## config.mk

```make
export PLATFORM = sky130hd
export DESIGN_NAME = wildcard_byte_pattern_search_top
export DESIGN_NICKNAME = d
export VERILOG_FILES = /design/src/wbps_pkg.sv /design/src/wildcard_byte_pattern_search_top.sv /design/src/wbps_queue.sv /design/src/wbps_back.sv
export SDC_FILE = /design/constraint.sdc
export NUM_CORES = 1
export LEC_CHECK = 0
export ABC_CLOCK_PERIOD_IN_PS = 13310
export BUFFER_PORTS_ARGS = -buffer_cell sky130_fd_sc_hd__buf_2
export CAP_MARGIN = 20
export CELL_PAD_IN_SITES_DETAIL_PLACEMENT = 0
export CELL_PAD_IN_SITES_GLOBAL_PLACEMENT = 1
export CORE_AREA = 2 2 266 268
export CTS_CLUSTER_DIAMETER = 100
export CTS_CLUSTER_SIZE = 10
export DETAILED_ROUTE_END_ITERATION = 10
export DIE_AREA = 0 0 268 270
export PLACE_DENSITY_LB_ADDON = 0.1
export SYNTH_ARGS = -nofsm -noshare
export SYNTH_HDL_FRONTEND = slang
export SYNTH_SLANG_ARGS = --single-unit
```

## constraint.sdc

```tcl
create_clock -name clk -period 13.31 [get_ports clk]
set_clock_uncertainty 0.05 [all_clocks]
set_input_delay 1.331 -clock clk [delete_from_list [all_inputs] [get_ports clk]]
set_output_delay 1.331 -clock clk [all_outputs]
set_load 0.005 [all_outputs]
```

## src/wbps_pkg.sv

```systemverilog
// Package for the wildcard byte pattern search: types, constants and helpers.
`timescale 1ns / 1ps

package wbps_pkg;

  // Pattern and window geometry
  localparam int MAX_PATTERN_BYTES = 16;
  localparam int LEN_W             = 5;
  localparam int WIN_IDX_W         = 4;

  // Queue between front and back
  localparam int QDEPTH  = 4;
  localparam int QPTR_W  = 2;
  localparam int QCNT_W  = 3;

  // Configuration port
  localparam int CFG_ADDR_W = 5;
  localparam int CFG_DATA_W = 64;

  // Register indexes (byte address 8*index)
  typedef enum logic [1:0] {
    REG_PATTERN_LOW  = 2'd0,
    REG_PATTERN_HIGH = 2'd1,
    REG_CARE_MASK    = 2'd2,
    REG_PATTERN_LEN  = 2'd3
  } cfg_reg_t;

  // One scanned byte as it travels through the queue
  typedef struct packed {
    logic [7:0]  data_byte;
    logic [31:0] byte_address;
    logic        first_of_range;
    logic        last_of_range;
  } item_t;

  // Queue status seen by the front and the back
  typedef struct packed {
    logic              valid;
    logic              full;
    logic [QCNT_W-1:0] count;
  } q_stat_t;

  // Length in use: zero counts as one, anything above the maximum is clipped
  function automatic logic [LEN_W-1:0] active_len(input logic [LEN_W-1:0] len);
    logic [LEN_W-1:0] res;
    begin
      res = len;
      if (len == '0) begin
        res = LEN_W'(1);
      end else if (len > LEN_W'(MAX_PATTERN_BYTES)) begin
        res = LEN_W'(MAX_PATTERN_BYTES);
      end
      return res;
    end
  endfunction

endpackage

```

## src/wildcard_byte_pattern_search_top.sv

```systemverilog
// Top level: configuration registers, request intake, queue and scan engine.
//
//  channel | direction | handshake          | payload
//  in_     | request   | in_valid/in_ready  | data_byte, byte_address, first/last_of_range
//  out_    | result    | out_valid/out_ready| found, match_address
//  cfg     | APB write | psel/penable/pready| paddr (8 bytes per register), pwdata
//
// One byte is taken per cycle while the queue has room; a byte enters a 4-entry
// queue, and from the queue head the window compare result is registered in the
// result register, from which the receiver takes it.
// While a result waits, the engine holds and later bytes collect in the queue.
// Intake stalls only when the queue is full; the engine stalls only on a
// held result. Reset is synchronous, active low, and clears window and flags.
`timescale 1ns / 1ps

module wildcard_byte_pattern_search_top
  import wbps_pkg::*;
(
  input  logic                  clk,
  input  logic                  rst_n,
  input  logic                  in_valid,
  output logic                  in_ready,
  input  logic [7:0]            in_data_byte,
  input  logic [31:0]           in_byte_address,
  input  logic                  in_first_of_range,
  input  logic                  in_last_of_range,
  output logic                  out_valid,
  input  logic                  out_ready,
  output logic                  out_found,
  output logic [31:0]           out_match_address,
  input  logic                  psel,
  input  logic                  penable,
  input  logic                  pwrite,
  input  logic [CFG_ADDR_W-1:0] paddr,
  input  logic [CFG_DATA_W-1:0] pwdata,
  output logic [CFG_DATA_W-1:0] prdata,
  output logic                  pready
);

  logic [63:0]                  pat_low_r, pat_high_r;
  logic [MAX_PATTERN_BYTES-1:0] care_r;
  logic [LEN_W-1:0]             len_r;
  logic                         cfg_wr;
  cfg_reg_t                     cfg_sel;
  item_t                        in_item, head_item;
  q_stat_t                      q_stat;
  logic                         q_push, q_pop;

  // Configuration registers
  assign pready  = 1'b1;
  assign cfg_wr  = psel && penable && pwrite;
  assign cfg_sel = cfg_reg_t'(paddr[4:3]);

  always_ff @(posedge clk) begin
    if (!rst_n) begin
      pat_low_r  <= '0;
      pat_high_r <= '0;
      care_r     <= '1;
      len_r      <= LEN_W'(1);
    end else if (cfg_wr) begin
      unique case (cfg_sel)
        REG_PATTERN_LOW:  pat_low_r  <= pwdata;
        REG_PATTERN_HIGH: pat_high_r <= pwdata;
        REG_CARE_MASK:    care_r     <= pwdata[MAX_PATTERN_BYTES-1:0];
        REG_PATTERN_LEN:  len_r      <= pwdata[LEN_W-1:0];
        default: ;
      endcase
    end
  end

  // Register readback
  always_comb begin
    unique case (cfg_sel)
      REG_PATTERN_LOW:  prdata = pat_low_r;
      REG_PATTERN_HIGH: prdata = pat_high_r;
      REG_CARE_MASK:    prdata = CFG_DATA_W'(care_r);
      REG_PATTERN_LEN:  prdata = CFG_DATA_W'(len_r);
      default:          prdata = '0;
    endcase
  end

  // Request intake: accept while the queue has room
  assign in_ready               = !q_stat.full;
  assign q_push                 = in_valid && in_ready;
  assign in_item.data_byte      = in_data_byte;
  assign in_item.byte_address   = in_byte_address;
  assign in_item.first_of_range = in_first_of_range;
  assign in_item.last_of_range  = in_last_of_range;

  wbps_queue u_queue (
    .clk       (clk),
    .rst_n     (rst_n),
    .push      (q_push),
    .push_item (in_item),
    .pop       (q_pop),
    .head_item (head_item),
    .stat      (q_stat)
  );

  wbps_back u_back (
    .clk               (clk),
    .rst_n             (rst_n),
    .pattern           ({pat_high_r, pat_low_r}),
    .care_mask         (care_r),
    .pattern_length    (len_r),
    .q_stat            (q_stat),
    .head_item         (head_item),
    .pop               (q_pop),
    .out_valid         (out_valid),
    .out_ready         (out_ready),
    .out_found         (out_found),
    .out_match_address (out_match_address)
  );

  // A not-found result always carries a zero address
  a_notfound_zero: assert property (@(posedge clk) disable iff (!rst_n)
    (out_valid && !out_found) |-> (out_match_address == '0))
    else $error("not-found result with nonzero address");

  // Intake stalls only when the queue is really full
  a_stall_full: assert property (@(posedge clk) disable iff (!rst_n)
    !in_ready |-> (q_stat.count == QCNT_W'(QDEPTH)))
    else $error("intake stalled with room in queue");

  // The engine only takes a byte when the result slot can hold its result
  a_pop_slot: assert property (@(posedge clk) disable iff (!rst_n)
    q_pop |-> (q_stat.valid && (!out_valid || out_ready)))
    else $error("byte taken while result slot blocked");

endmodule

```

## src/wbps_queue.sv

```systemverilog
// Small FIFO that decouples request intake from the scan engine.
`timescale 1ns / 1ps

module wbps_queue
  import wbps_pkg::*;
(
  input  logic    clk,
  input  logic    rst_n,
  input  logic    push,
  input  item_t   push_item,
  input  logic    pop,
  output item_t   head_item,
  output q_stat_t stat
);

  item_t             mem_r [QDEPTH];
  logic [QPTR_W-1:0] wr_ptr_r, wr_ptr_nxt;
  logic [QPTR_W-1:0] rd_ptr_r, rd_ptr_nxt;
  logic [QCNT_W-1:0] count_r, count_nxt;
  logic              do_push, do_pop;

  assign do_push = push && (count_r != QCNT_W'(QDEPTH));
  assign do_pop  = pop && (count_r != '0);

  // Pointer and fill count
  always_comb begin
    wr_ptr_nxt = do_push ? wr_ptr_r + QPTR_W'(1) : wr_ptr_r;
    rd_ptr_nxt = do_pop  ? rd_ptr_r + QPTR_W'(1) : rd_ptr_r;
    count_nxt  = count_r;
    if (do_push && !do_pop) begin
      count_nxt = count_r + QCNT_W'(1);
    end else if (do_pop && !do_push) begin
      count_nxt = count_r - QCNT_W'(1);
    end
  end

  always_ff @(posedge clk) begin
    if (!rst_n) begin
      wr_ptr_r <= '0;
      rd_ptr_r <= '0;
      count_r  <= '0;
    end else begin
      wr_ptr_r <= wr_ptr_nxt;
      rd_ptr_r <= rd_ptr_nxt;
      count_r  <= count_nxt;
    end
  end

  // Storage, no reset needed
  always_ff @(posedge clk) begin
    if (do_push) begin
      mem_r[wr_ptr_r] <= push_item;
    end
  end

  assign head_item   = mem_r[rd_ptr_r];
  assign stat.valid  = (count_r != '0);
  assign stat.full   = (count_r == QCNT_W'(QDEPTH));
  assign stat.count  = count_r;

endmodule

```

## src/wbps_back.sv

```systemverilog
// Scan engine: sliding byte window, masked compare and result register.
`timescale 1ns / 1ps

module wbps_back
  import wbps_pkg::*;
(
  input  logic                         clk,
  input  logic                         rst_n,
  input  logic [8*MAX_PATTERN_BYTES-1:0] pattern,
  input  logic [MAX_PATTERN_BYTES-1:0] care_mask,
  input  logic [LEN_W-1:0]             pattern_length,
  input  q_stat_t                      q_stat,
  input  item_t                        head_item,
  output logic                         pop,
  output logic                         out_valid,
  input  logic                         out_ready,
  output logic                         out_found,
  output logic [31:0]                  out_match_address
);

  logic [7:0]       window_r [MAX_PATTERN_BYTES];
  logic [7:0]       window_nxt [MAX_PATTERN_BYTES];
  logic [7:0]       base [MAX_PATTERN_BYTES];
  logic [LEN_W-1:0] seen_r, seen_nxt, seen_base;
  logic             finished_r, finished_nxt;
  logic             out_valid_r, out_valid_nxt;
  logic             out_found_r, out_found_nxt;
  logic [31:0]      out_addr_r, out_addr_nxt;
  logic [LEN_W-1:0] len;
  logic             active, matched, hit;
  logic [LEN_W-1:0] pos;

  // Take the queue head once the result slot is free or draining
  assign pop    = q_stat.valid && (!out_valid_r || out_ready);
  assign active = pop && (head_item.first_of_range || !finished_r);
  assign len    = active_len(pattern_length);

  // New window and byte count after this byte
  always_comb begin
    for (int k = 0; k < MAX_PATTERN_BYTES; k++) begin
      base[k] = head_item.first_of_range ? 8'd0 : window_r[k];
    end
    window_nxt[0] = head_item.data_byte;
    for (int k = 1; k < MAX_PATTERN_BYTES; k++) begin
      window_nxt[k] = base[k-1];
    end
    seen_base = head_item.first_of_range ? '0 : seen_r;
    seen_nxt  = (seen_base < LEN_W'(MAX_PATTERN_BYTES)) ? seen_base + LEN_W'(1) : seen_base;
  end

  // Masked compare: pattern byte i against the byte len-1-i places back
  always_comb begin
    matched = 1'b1;
    pos     = '0;
    for (int i = 0; i < MAX_PATTERN_BYTES; i++) begin
      pos = len - LEN_W'(1) - LEN_W'(i);
      if ((LEN_W'(i) < len) && care_mask[i] &&
          (window_nxt[pos[WIN_IDX_W-1:0]] != pattern[8*i +: 8])) begin
        matched = 1'b0;
      end
    end
    hit = matched && (seen_nxt >= len);
  end

  // Finished flag and result register
  always_comb begin
    finished_nxt  = finished_r;
    out_valid_nxt = out_valid_r && !out_ready;
    out_found_nxt = out_found_r;
    out_addr_nxt  = out_addr_r;
    if (active) begin
      finished_nxt = hit || head_item.last_of_range;
      if (hit) begin
        out_valid_nxt = 1'b1;
        out_found_nxt = 1'b1;
        out_addr_nxt  = head_item.byte_address - 32'(len - LEN_W'(1));
      end else if (head_item.last_of_range) begin
        out_valid_nxt = 1'b1;
        out_found_nxt = 1'b0;
        out_addr_nxt  = '0;
      end
    end
  end

  always_ff @(posedge clk) begin
    if (!rst_n) begin
      seen_r      <= '0;
      finished_r  <= 1'b0;
      out_valid_r <= 1'b0;
      for (int k = 0; k < MAX_PATTERN_BYTES; k++) begin
        window_r[k] <= 8'd0;
      end
    end else begin
      out_valid_r <= out_valid_nxt;
      finished_r  <= finished_nxt;
      if (active) begin
        seen_r <= seen_nxt;
        for (int k = 0; k < MAX_PATTERN_BYTES; k++) begin
          window_r[k] <= window_nxt[k];
        end
      end
    end
  end

  // Result payload
  always_ff @(posedge clk) begin
    out_found_r <= out_found_nxt;
    out_addr_r  <= out_addr_nxt;
  end

  assign out_valid         = out_valid_r;
  assign out_found         = out_found_r;
  assign out_match_address = out_addr_r;

endmodule
```

# Yosys cells after proc, flatten, opt, wreduce, memory -nomap -nowiden
# Memory sizes are Yosys's and may differ from the RTL's. A register that Yosys moved wholly into a read port is not among the register bits.
# Cells that the tools add are included.
# W data, S select, Z words.
dict set report word_totals {
  ff_bits 196
  mem_bits_rw 296
  in_bits 118
  output_inout_bits 100
  memories 2
}
# name depth width rd rd_ports_with_merged_regs wr line
set memory_table {}
lappend memory_table {u_queue.mem_r 4 42 1 1 1 wbps_queue.sv:16} ;# item_t mem_r [QDEPTH];
lappend memory_table {u_back.window_r 16 8 15 0 16 wbps_back.sv:21} ;# logic [7:0] window_r [MAX_PATTERN_BYTES];
dict set report classes {
  add_sub_neg 23
  order_cmp 35
  n_eq_ne 21
  mux 116
  bitwise 32
  reduce_logical 62
}
# op count
set ops {}
lappend ops {{$bmux W8 S4} 16}
lappend ops {{$mux W8} 63}
lappend ops {{$pmux W64 S4} 1}
lappend ops {{$ne A8 B8 Y1} 16}
lappend ops {{$ge A5 B5 Y1 const B} 16}
lappend ops {{$not A4 Y5} 16}
lappend ops {{$mux W32} 2}
lappend ops {{$logic_and A1 B1 Y1} 43}
lappend ops {{$lt A4 B5 Y1 const A} 8}
lappend ops {{$sub A32 B32 Y32} 1}
lappend ops {{$sub A4 B4 Y4 const B} 8}
lappend ops {{$mux W1} 26}
lappend ops {{$lt A3 B5 Y1 const A} 4}
lappend ops {{$mux W5} 4}
lappend ops {{$or A1 B1 Y1} 16}
lappend ops {{$sub A4 B3 Y4 const B} 4}
lappend ops {{$lt A1 B5 Y1 const A} 2}
lappend ops {{$lt A2 B5 Y1 const A} 2}
lappend ops {{$reduce_and A2 Y1} 5}
lappend ops {{$sub A4 B1 Y4 const B} 2}
lappend ops {{$sub A4 B2 Y4 const B} 2}
lappend ops {{$logic_not A1 Y1} 6}
lappend ops {{$mux W3} 2}
lappend ops {{$sub A5 B1 Y6 const B} 1}
lappend ops {{17 further kinds} 23}

# Depth between registers and ports, before layout
# Gate-level depths: netlist of the first run.
dict set report logic_depth {
  ltp_word 29
  ltp_mapped 31
}

# Cells and area by module
# A second synthesis of the first run with hierarchy kept.
dict set report unflattened {
  cells_unflattened 2369
  hier_area_um2 29515.8
}
# mod n_inst cells_per_inst area_each_um2 seq_area_each_um2
set by_module_without_submodules {}
lappend by_module_without_submodules {wbps_back 1 1369 16131.7 4734.5}
lappend by_module_without_submodules {wildcard_byte_pattern_search_top 1 732 6794.0 2982.9}
lappend by_module_without_submodules {wbps_queue 1 268 6590.1 5225.0}

# Worst setup path after synthesis of the first run
# OpenSTA, ideal clock, no wires.
dict set report synth_path {
  path_type {reg2reg}
  startpoint {register len_r[1]}
  endpoint {register u_back.out_found_r, in the netlist u_back.out_found (enable)}
  setup_time_ns 0.474
  arrival_time_ns 8.434
  path_slack_ns 4.352
  path_stages_with_launch 29
  path_buffers 13
  synth_period_minus_slack_ns 8.958
  path_cell_list {dfxtp_1 > buf_6 > or4_1 > buf_4 > nand2_8 > inv_4 > buf_2 > buf_2 > buf_2 > ha_1 > clkbuf_1 > xnor2_1 > buf_2 > buf_1 > ha_1 > clkbuf_1 > clkbuf_1 > buf_1 > clkbuf_1 > clkbuf_1 > nand3_1 > a32oi_1 > xor2_1 > nand3_1 > a211oi_1 > a21oi_1 > a311oi_1 > nand3_2 > a21boi_0}
}
dict set report synth_between {
  elab_chain_len 29
  word_cells_on_any_way 168
}
# element line
set synth_rtl {}
lappend synth_rtl {{start, declared} wildcard_byte_pattern_search_top.sv:42} ;# logic [LEN_W-1:0] len_r;
lappend synth_rtl {{start signal, assigned} wildcard_byte_pattern_search_top.sv:65} ;# REG_PATTERN_LEN: len_r <= pwdata[LEN_W-1:0];
lappend synth_rtl {{$gt A5 B5 Y1} wbps_pkg.sv:50} ;# end else if (len > LEN_W'(MAX_PATTERN_BYTES)) begin
lappend synth_rtl {{$mux W5} wbps_pkg.sv:50}
lappend synth_rtl {{$mux W5 (*)} wbps_pkg.sv:48} ;# if (len == '0) begin
lappend synth_rtl {{$sub A4 B1 Y4} wbps_back.sv:56} ;# pos = len - LEN_W'(1) - LEN_W'(i);
lappend synth_rtl {{$sub A4 B1 Y4 / $not A4 Y5 (equally long branches)} {wbps_back.sv:56, wbps_back.sv:58}}
lappend synth_rtl {{$not A4 Y5 (not written as such) / $bmux W8 S4 (equally long branches)} wbps_back.sv:58} ;# (window_nxt[pos[WIN_IDX_W-1:0]] != pattern[8*i +: 8])) begin
lappend synth_rtl {{$bmux W8 S4 / $mux W8 (equally long branches)} wbps_back.sv:58}
lappend synth_rtl {{$mux W8 (not written as such)} wbps_back.sv:58}
lappend synth_rtl {{$mux W8 (not written as such) / $ne A8 B8 Y1 (equally long branches)} wbps_back.sv:58}
lappend synth_rtl {{$ne A8 B8 Y1 / $logic_and A1 B1 Y1 (equally long branches)} {wbps_back.sv:58, wbps_back.sv:57}}
lappend synth_rtl {{$logic_and A1 B1 Y1 / $mux W1 (equally long branches)} wbps_back.sv:57} ;# if ((LEN_W'(i) < len) && care_mask[i] &&
lappend synth_rtl {{$mux W1 (15 in a row)} wbps_back.sv:57}
lappend synth_rtl {{$logic_and A1 B1 Y1 (*)} wbps_back.sv:62} ;# hit = matched && (seen_nxt >= len);
lappend synth_rtl {{$reduce_bool A2 Y1 (no source line) (*)} n/a}
lappend synth_rtl {{$reduce_and A2 Y1 (no source line) (*)} n/a}
lappend synth_rtl {{end signal, assigned} wbps_back.sv:107} ;# out_found_r <= out_found_nxt;
lappend synth_rtl {{end, declared} wbps_back.sv:27} ;# logic out_found_r, out_found_nxt;
# Mark *: on every way between the ends. The rest lies on a longest branch, timed or not. The select of a mux whose other input is x is not followed.
# A chain may end at the register's enable or synchronous reset.

# Final worst setup path of the first run
dict set report layout_path {
  startpoint {register len_r[3]}
  endpoint {register u_back.out_found_r, in the netlist u_back.out_found (enable)}
}
# Same word-level chain as after synthesis.

==> impl_metrics.toml, run 1 <==
[hold_path]
min_path_type = "reg -> reg"

[floorplanning]
initial_core_util_pct = 46.7
core_region_area_um2 = 69500
die_h_um = 270
ios = 218
num_rows = 97
die_w_um = 268
die-area_um2 = 72400

[clock_tree]
cts_root_buf = "clkbuf_16"
clock_latency_ns = 0.68
cts_buffer_depth = 3
cts_tree = "done"
ctsHoldBuffers = 0
cts_buffers = 58
clk_pin_slew_ns = 0.06
cts_num_sinks = 486
cts_setup_buffers = 0
cts_max_level = 2
cts_resized = 0

[global_routing]
grt_max_degree = 105
top_usage_layer = "met2"
grt_use_met2_pct = 58.7
grt.met1_usage_pct = 47.3
use_met3_pct = 8.12
grt_pass1_wl_um = 199000
antenna_found_initial = 8
grt_usage_pct = 37.5
grt-ovfl-total = 0
grt_pass1_vias = 28378

[setup_path]
end_kind = "flop"
path_buf_inv = 6
cp.arrival_ns = 8.82
path_common_cell = "buf_4"
startpoint_type = "flop"
critPathTopFamily = "buffers and inverters"
worstPathCellList = "or4_4 > nand2_8 > inv_4 > ha_1 > buf_4 > xnor2_2 > ha_2 > clkinv_1 > buf_4 > mux4_2 > a32o_1 > xnor2_1 > nand2_1 > o32a_1 > a2111oi_1 > o31ai_1 > nor3_1 > nand3_2 > buf_4 > a21boi_4 > buf_12"
crit_type = "reg -> reg"
cp_slowest_cell = "a2111oi_1"
required_ns = 13.63
slowest_delay_ns = 1.01
path_max_fanout = 36

[detailed_routing]
drt_iter0_markers = 3667
drc = 0
wl_um = 138000
wl_per_cell_um = 30.6
via_per_inst = 6.62
ant_nets = 0
num_vias = 29823
drt_pre_antenna_iters = 6

[synthesis]
synth_area_leader_cell = "edfxtp_1"
synth_cells = 3471
syn_area_um2 = 32500
synth_edf_count = 321
syn_nets = 3643
synthArstFlopShare_pct = 0
synth.distinct_cells = 91
synthFlopType = "edfxtp_1"
syn_avg_cell_area_um2 = 9.35
ys_warn_count = 0
synth-xor-area-share_pct = 5.94
synth_top_family_by_area = "compound AO/OA/AOI/OAI gates"
synth-simple-area-share_pct = 18.7
synth_area_leaders = "edfxtp_1, dfxtp_1, mux4_2, nand2_1, xnor2_1"
muxShareOfSynthArea_pct = 9.66
synth_compound_area_share_pct = 19.7
post_synth_fa_ha_maj_area_fraction_pct = 2.16
synth_top_area_share_pct = 29.7
ys_seq_area_share_pct = 39.9
ys_ff_latch = 486

[power_and_ir_drop]
powerDensity_nw_per_um2 = 183
pwr-share-comb_pct = 42.7
finalPower_mw = 6.59
p_leak_nw = 13.1
p_sw_share_pct = 42.6
p_switching_mw = 2.80
clkPwrFrac_pct = 22.1
power_frac_seq_pct = 35.2
p_int_mw = 3.78
irDropWorstVdd_mv = 0.166

[timing]
finalMaxSlewViolations = 0
hold_violations = 0
setup_viol = 0
worstMarginPinSlew_ns = 1.34
timing.hold.ws_ns = 0.437
final.setup.tns_ns = 0
max_slew_margin_pct = 10.4
max_freq_mhz = 118
worst_slack_ns = 4.81
rsz0062_at_grt = "false"
min_period_ns = 8.50
fin_crit_sh_pct = 63.8

[place]
pre_cts_ws_ns = 4.51
dp.cells = 4427
place.detailed.hpwl_um = 99900
place_congestion = 1.02
io_buffers = 213

[run_status]
status = "completed"

[layout]
drive_gt1_share_pct = 15.1
area_delta_synth_final_pct = 10.9
nets = 3721
final_cells = 4507

[job]
drv_cap = 0
## cell families (layout without fill, tap and decap cells)
kind of cell,after synthesis,count (layout)
AND/OR/NAND/NOR,1233,1233
AO/OA/AOI/OAI,938,938
multiplexers,216,216
flip-flops,486,486
buffers and inverters,322,416
other,1,3
adder cells (fa/ha/maj),55,55
XOR/XNOR,220,220
## power groups by stage
stage	clock, mW	sequential (mW)	combinational, mW
finish	1.46	2.32	2.81
global route	1.54	2.33	2.98
CTS	1.48	2.30	2.74
detailed placement	0	2.32	2.72
global placement	0	2.32	2.68
floorplan	0	2.15	1.79
## state kept, by name, indices dropped and copies added (netlist names), 3 cells and up, named ones only
signal                    count
u_queue.mem_r               168
u_back.window_r             120
pat_high_r                   64
pat_low_r                    64
u_back.out_match_address     32
care_r                       16
len_r                         5
u_back.seen_r                 5
u_queue.count_r               3
## cell type report
cell class,instances,area (um^2)
Sequential cell,486,12900
Multi-Input combinational cell,2663,18300
Clock buffer,66,1480
Fill cell,6453,33500
Antenna cell,2,5.00
Clock inverter,10,169
Timing Repair Buffer,300,1730
Inverter,40,153
Tap cell,940,1180
## cell usage in the layout (no fill, tap or decap), types with 18 or more instances in the layout
cell type	instances
o21a_1	20
nand2b_1	38
nor2b_1	28
nand2_1	422
o21ai_0	189
o22ai_1	29
and2_1	95
mux4_2	74
xnor2_1	132
xor2_1	87
mux2i_1	114
mux2_2	27
a31oi_1	40
buf_4	87
nor2_1	176
nor3_1	81
a211oi_1	78
and3_1	71
a21oi_1	176
o211ai_1	18
edfxtp_1	321
nor4_1	27
inv_1	34
buf_2	212
clkbuf_16	58
nand3_1	164
nand4_1	26
ha_1	51
a21boi_0	138
a22oi_1	23
a21o_1	40
dfxtp_1	163
## layer usage
layer	wire, um	part of all wire, %
met1	52700	38
met4	10000	7.2
met5	24	0.017
met2	62600	45
met3	12800	9.2
## final timing paths
| check | to | cells after the start | slack [ns] | start |
|---|---|---|---|---|
| worst max-delay path | u_back.out_found | 21 | 4.81 | len_r[3] |
| worst min-delay path | pat_low_r[32] | 2 | 0.44 | pat_low_r[32] |
| worst max register to register | u_back.out_found | 21 | 4.81 | len_r[3] |
| worst min register to register | pat_low_r[32] | 2 | 0.44 | pat_low_r[32] |
## worst reg2reg max path: stages, from the launching register on
cell	delay, ns
dfxtp_1	0.54
or4_4	0.65
nand2_8	0.32
inv_4	0.26
ha_1	0.29
buf_4	0.24
xnor2_2	0.20
ha_2	0.70
clkinv_1	0.83
buf_4	0.52
mux4_2	0.33
a32o_1	0.38
xnor2_1	0.26
nand2_1	0.08
o32a_1	0.19
a2111oi_1	1.01
o31ai_1	0.12
nor3_1	0.26
nand3_2	0.09
buf_4	0.27
a21boi_4	0.38
buf_12	0.24
## cell usage after synthesis (all sizes together) (29+ instances only)
master,instances
xor2,87
nor3,82
o22ai,29
nand2b,43
inv,37
and2,97
a21o,40
nor2,178
edfxtp,321
xnor2,133
ha,52
a21boi,139
nand3,166
dfxtp,165
o21ai,191
nand2,424
buf,74
nor2b,29
a21oi,177
mux4,75
clkbuf,208
mux2i,114
a31oi,40
and3,76
a211oi,80
nor4,29
## through the flow
stage | util (%) | cell area [um^2]
floorplan | - | 32500
global placement | 49.3 | 34300
detailed placement | 49.3 | 34300
CTS | 51.7 | 36000
global route | 51.8 | 36000
finish | 51.8 | 36000
No activity file was read; power rests on OpenSTA's default activity.
==> run 2: changes to the inputs <==
--- a/config.mk
+++ b/config.mk
@@ -5,16 +5,17 @@
 export SDC_FILE = /design/constraint.sdc
 export NUM_CORES = 1
 export LEC_CHECK = 0
-export ABC_CLOCK_PERIOD_IN_PS = 13310
+export ABC_AREA = 1
+export ABC_CLOCK_PERIOD_IN_PS = 8450
 export BUFFER_PORTS_ARGS = -buffer_cell sky130_fd_sc_hd__buf_2
 export CAP_MARGIN = 20
 export CELL_PAD_IN_SITES_DETAIL_PLACEMENT = 0
 export CELL_PAD_IN_SITES_GLOBAL_PLACEMENT = 1
-export CORE_AREA = 2 2 266 268
+export CORE_AREA = 2 2 259 261
 export CTS_CLUSTER_DIAMETER = 100
 export CTS_CLUSTER_SIZE = 10
 export DETAILED_ROUTE_END_ITERATION = 10
-export DIE_AREA = 0 0 268 270
+export DIE_AREA = 0 0 261 263
 export PLACE_DENSITY_LB_ADDON = 0.1
 export SYNTH_ARGS = -nofsm -noshare
 export SYNTH_HDL_FRONTEND = slang
==> constraint.sdc (replaced) <==
create_clock -name clk -period 8.45 [get_ports clk]
set_clock_uncertainty 0.05 [all_clocks]
set_input_delay 0.845 -clock clk [delete_from_list [all_inputs] [get_ports clk]]
set_output_delay 0.845 -clock clk [all_outputs]
set_load 0.005 [all_outputs]
==> impl_metrics.toml, run 2 <==
[floorplanning]
die_w_um = 261
die-area_um2 = 68600
core_region_area_um2 = 65600
ios = 218
initial_core_util_pct = 44.9
die_h_um = 263
num_rows = 94

[global_routing]
grt_pass1_wl_um = 169000
grt_pass1_vias = 26108
antenna_found_initial = 4
grt_max_degree = 92
grt.met1_usage_pct = 44.5
top_usage_layer = "met2"
use_met3_pct = 5.86
grt_usage_pct = 33.2
grt-ovfl-total = 0
grt_use_met2_pct = 51.0

[synthesis]
ys_ff_latch = 486
synth_area_leaders = "edfxtp_1, nand3_1, nand2_1, dfxtp_1, nor2_1"
synthFlopType = "edfxtp_1"
synth_edf_count = 321
synth_cells = 4048
synth.distinct_cells = 48
ys_seq_area_share_pct = 43.9
yosys-top-cells-count = "nand2_1, nand3_1, edfxtp_1"
syn_nets = 4220
synth_top_area_share_pct = 32.7
synthMostInstantiatedCell = "nand2_1"
ys_warn_count = 0
synth_area_leader_cell = "edfxtp_1"
synthArstFlopShare_pct = 0
syn_avg_cell_area_um2 = 7.28
syn_area_um2 = 29500

[timing]
timing.hold.ws_ns = 0.366
max_freq_mhz = 156
max_slew_margin_pct = 26.3
finalMaxSlewViolations = 0
final.setup.tns_ns = 0
setup_viol = 0
rsz0062_at_grt = "false"
min_period_ns = 6.41
worstMarginPinSlew_ns = 1.11
fin_crit_sh_pct = 75.8
hold_violations = 0

[layout]
mostFrequentLayoutCell = "nand2_1"
final_cell_mix = "nand2_1, nand3_1, edfxtp_1"
largest_reg_flops = 168
largest-register = "u_queue.mem_r"
area_delta_synth_final_pct = 10.6
final_cells = 5040
num-fill-cells = 6641
reg_top3 = "u_queue.mem_r x168, u_back.window_r x120"
drive_gt1_share_pct = 9.22
nets = 4303

[detailed_routing]
num_vias = 28939
ant_nets = 0
drc = 0
drt_pre_antenna_iters = 6
via_per_inst = 5.74
wl_per_cell_um = 23.0
drt_iter0_markers = 3339
wl_um = 116000

[setup_path]
r2r_end = "u_back.out_match_address[27]"
path_max_fanout = 33
path_buf_inv = 2
r2r_slack_ns = 2.04
r2r_cells = 26
setup.worst_path.end = "u_back.out_match_address[27]"
end_kind = "flop"
critPathTopFamily = "simple AND/OR/NAND/NOR gates"
required_ns = 8.65
startpoint = "len_r[2]"
path_common_cell = "nand2_1"
cp_slowest_cell = "nor2_4"
startpoint_type = "flop"
path_depth = 26
cp.arrival_ns = 6.60
slowest_delay_ns = 0.74
reg2reg_from = "len_r[2]"
crit_type = "reg -> reg"

[place]
place.detailed.hpwl_um = 86000
dp.cells = 4938
place_congestion = 1.01
io_buffers = 213

[power_and_ir_drop]
powerDensity_nw_per_um2 = 325
irDropWorstVdd_mv = 0.235
finalPower_mw = 10.6
p_leak_nw = 14.0

[clock_tree]
clock_latency_ns = 0.64
ctsHoldBuffers = 0
cts_root_buf = "clkbuf_16"
cts_setup_buffers = 0
cts_max_level = 2
clk_pin_slew_ns = 0.06
cts_num_sinks = 486
cts_resized = 0
cts_buffer_depth = 3
cts_buffers = 54
cts_tree = "done"

[run_status]
status = "completed"

[hold_path]
min_path_type = "in -> reg"
whs_path_depth = 1

[job]
drv_cap = 0
-- run 2: worst min path at each step --
| stage | startpoint | end | slack [ns] |
|---|---|---|---|
| after global routing | in_first_of_range | u_queue.mem_r[2][1] | 0.36 |
| after floorplan | u_back.finished_r | u_back.finished_r | 0.38 |
| after CTS | in_first_of_range | u_queue.mem_r[3][1] | 0.34 |
| after detailed placement | u_back.finished_r | u_back.finished_r | 0.40 |
| after global placement | u_back.finished_r | u_back.finished_r | 0.39 |
| final | in_first_of_range | u_queue.mem_r[2][1] | 0.37 |
-- run 2: through the flow --
stage	setup slack [ns]	instance area, um^2	utilization [%]
finish	2.04	32600	49.7
global route	1.58	32600	49.7
CTS	2.03	32600	49.7
detailed placement	2.06	31000	47.3
global placement	2.08	31000	47.3
floorplan	2.36	29500	-
-- run 2: worst reg2reg max path: stages, from the launching register on --
cell,delay [ns]
dfxtp_1,0.53
nor2_2,0.08
nand2_2,0.13
nand2_2,0.10
nand2_2,0.35
buf_4,0.45
ha_2,0.32
nand3_2,0.16
nand2_1,0.12
nand2_1,0.10
nand2_2,0.57
nand2_1,0.14
nand2_2,0.45
nand3_1,0.32
nand2_1,0.15
nand2_1,0.06
nand2_1,0.05
nand2_1,0.06
nor2_1,0.10
nand2_1,0.14
nand2_1,0.09
nand2_1,0.05
nor2_1,0.11
nand3_1,0.19
o21bai_1,0.23
inv_1,0.09
nor2_4,0.74
-- run 2: cells by family (layout without fill, tap and decap cells) --
logic type / count (synthesis) / after routing / synth area share (%)
AO/OA/AOI/OAI: 565 / 565 / 10.7
AND/OR/NAND/NOR: 2436 / 2436 / 35.5
adder cells (fa/ha/maj): 54 / 54 / 2.34
XOR/XNOR: 31 / 31 / 0.921
flip-flops: 486 / 486 / 43.9
other: 1 / 3 / 0.0127
buffers and inverters: 475 / 601 / 6.60
-- run 2: per-layer routing --
| metal | routed length, um | share of wire [%] |
|---|---|---|
| met2 | 51300 | 44 |
| met3 | 9760 | 8.4 |
| met5 | 0 | 0 |
| met4 | 6990 | 6.0 |
| met1 | 48100 | 41 |
-- run 2: cell type report --
type                       count  area (um^2)  area share [%]
antenna                        2         5.00          0.0153
clock buffer                  96         1530            4.69
clock inverter                 3         68.8           0.211
inverter                     247          933            2.86
multi-input combinational   3087        14700            44.9
sequential                   486        12900            39.7
tap                          864         1080            3.31
timing repair buffer         255         1400            4.30
-- run 2: power by group --
group	internal (mW)	leakage, nW	switching (mW)
Combinational	1.43	8.74	3.65
Clock	1.22	0.754	1.01
Sequential	3.13	4.52	0.164
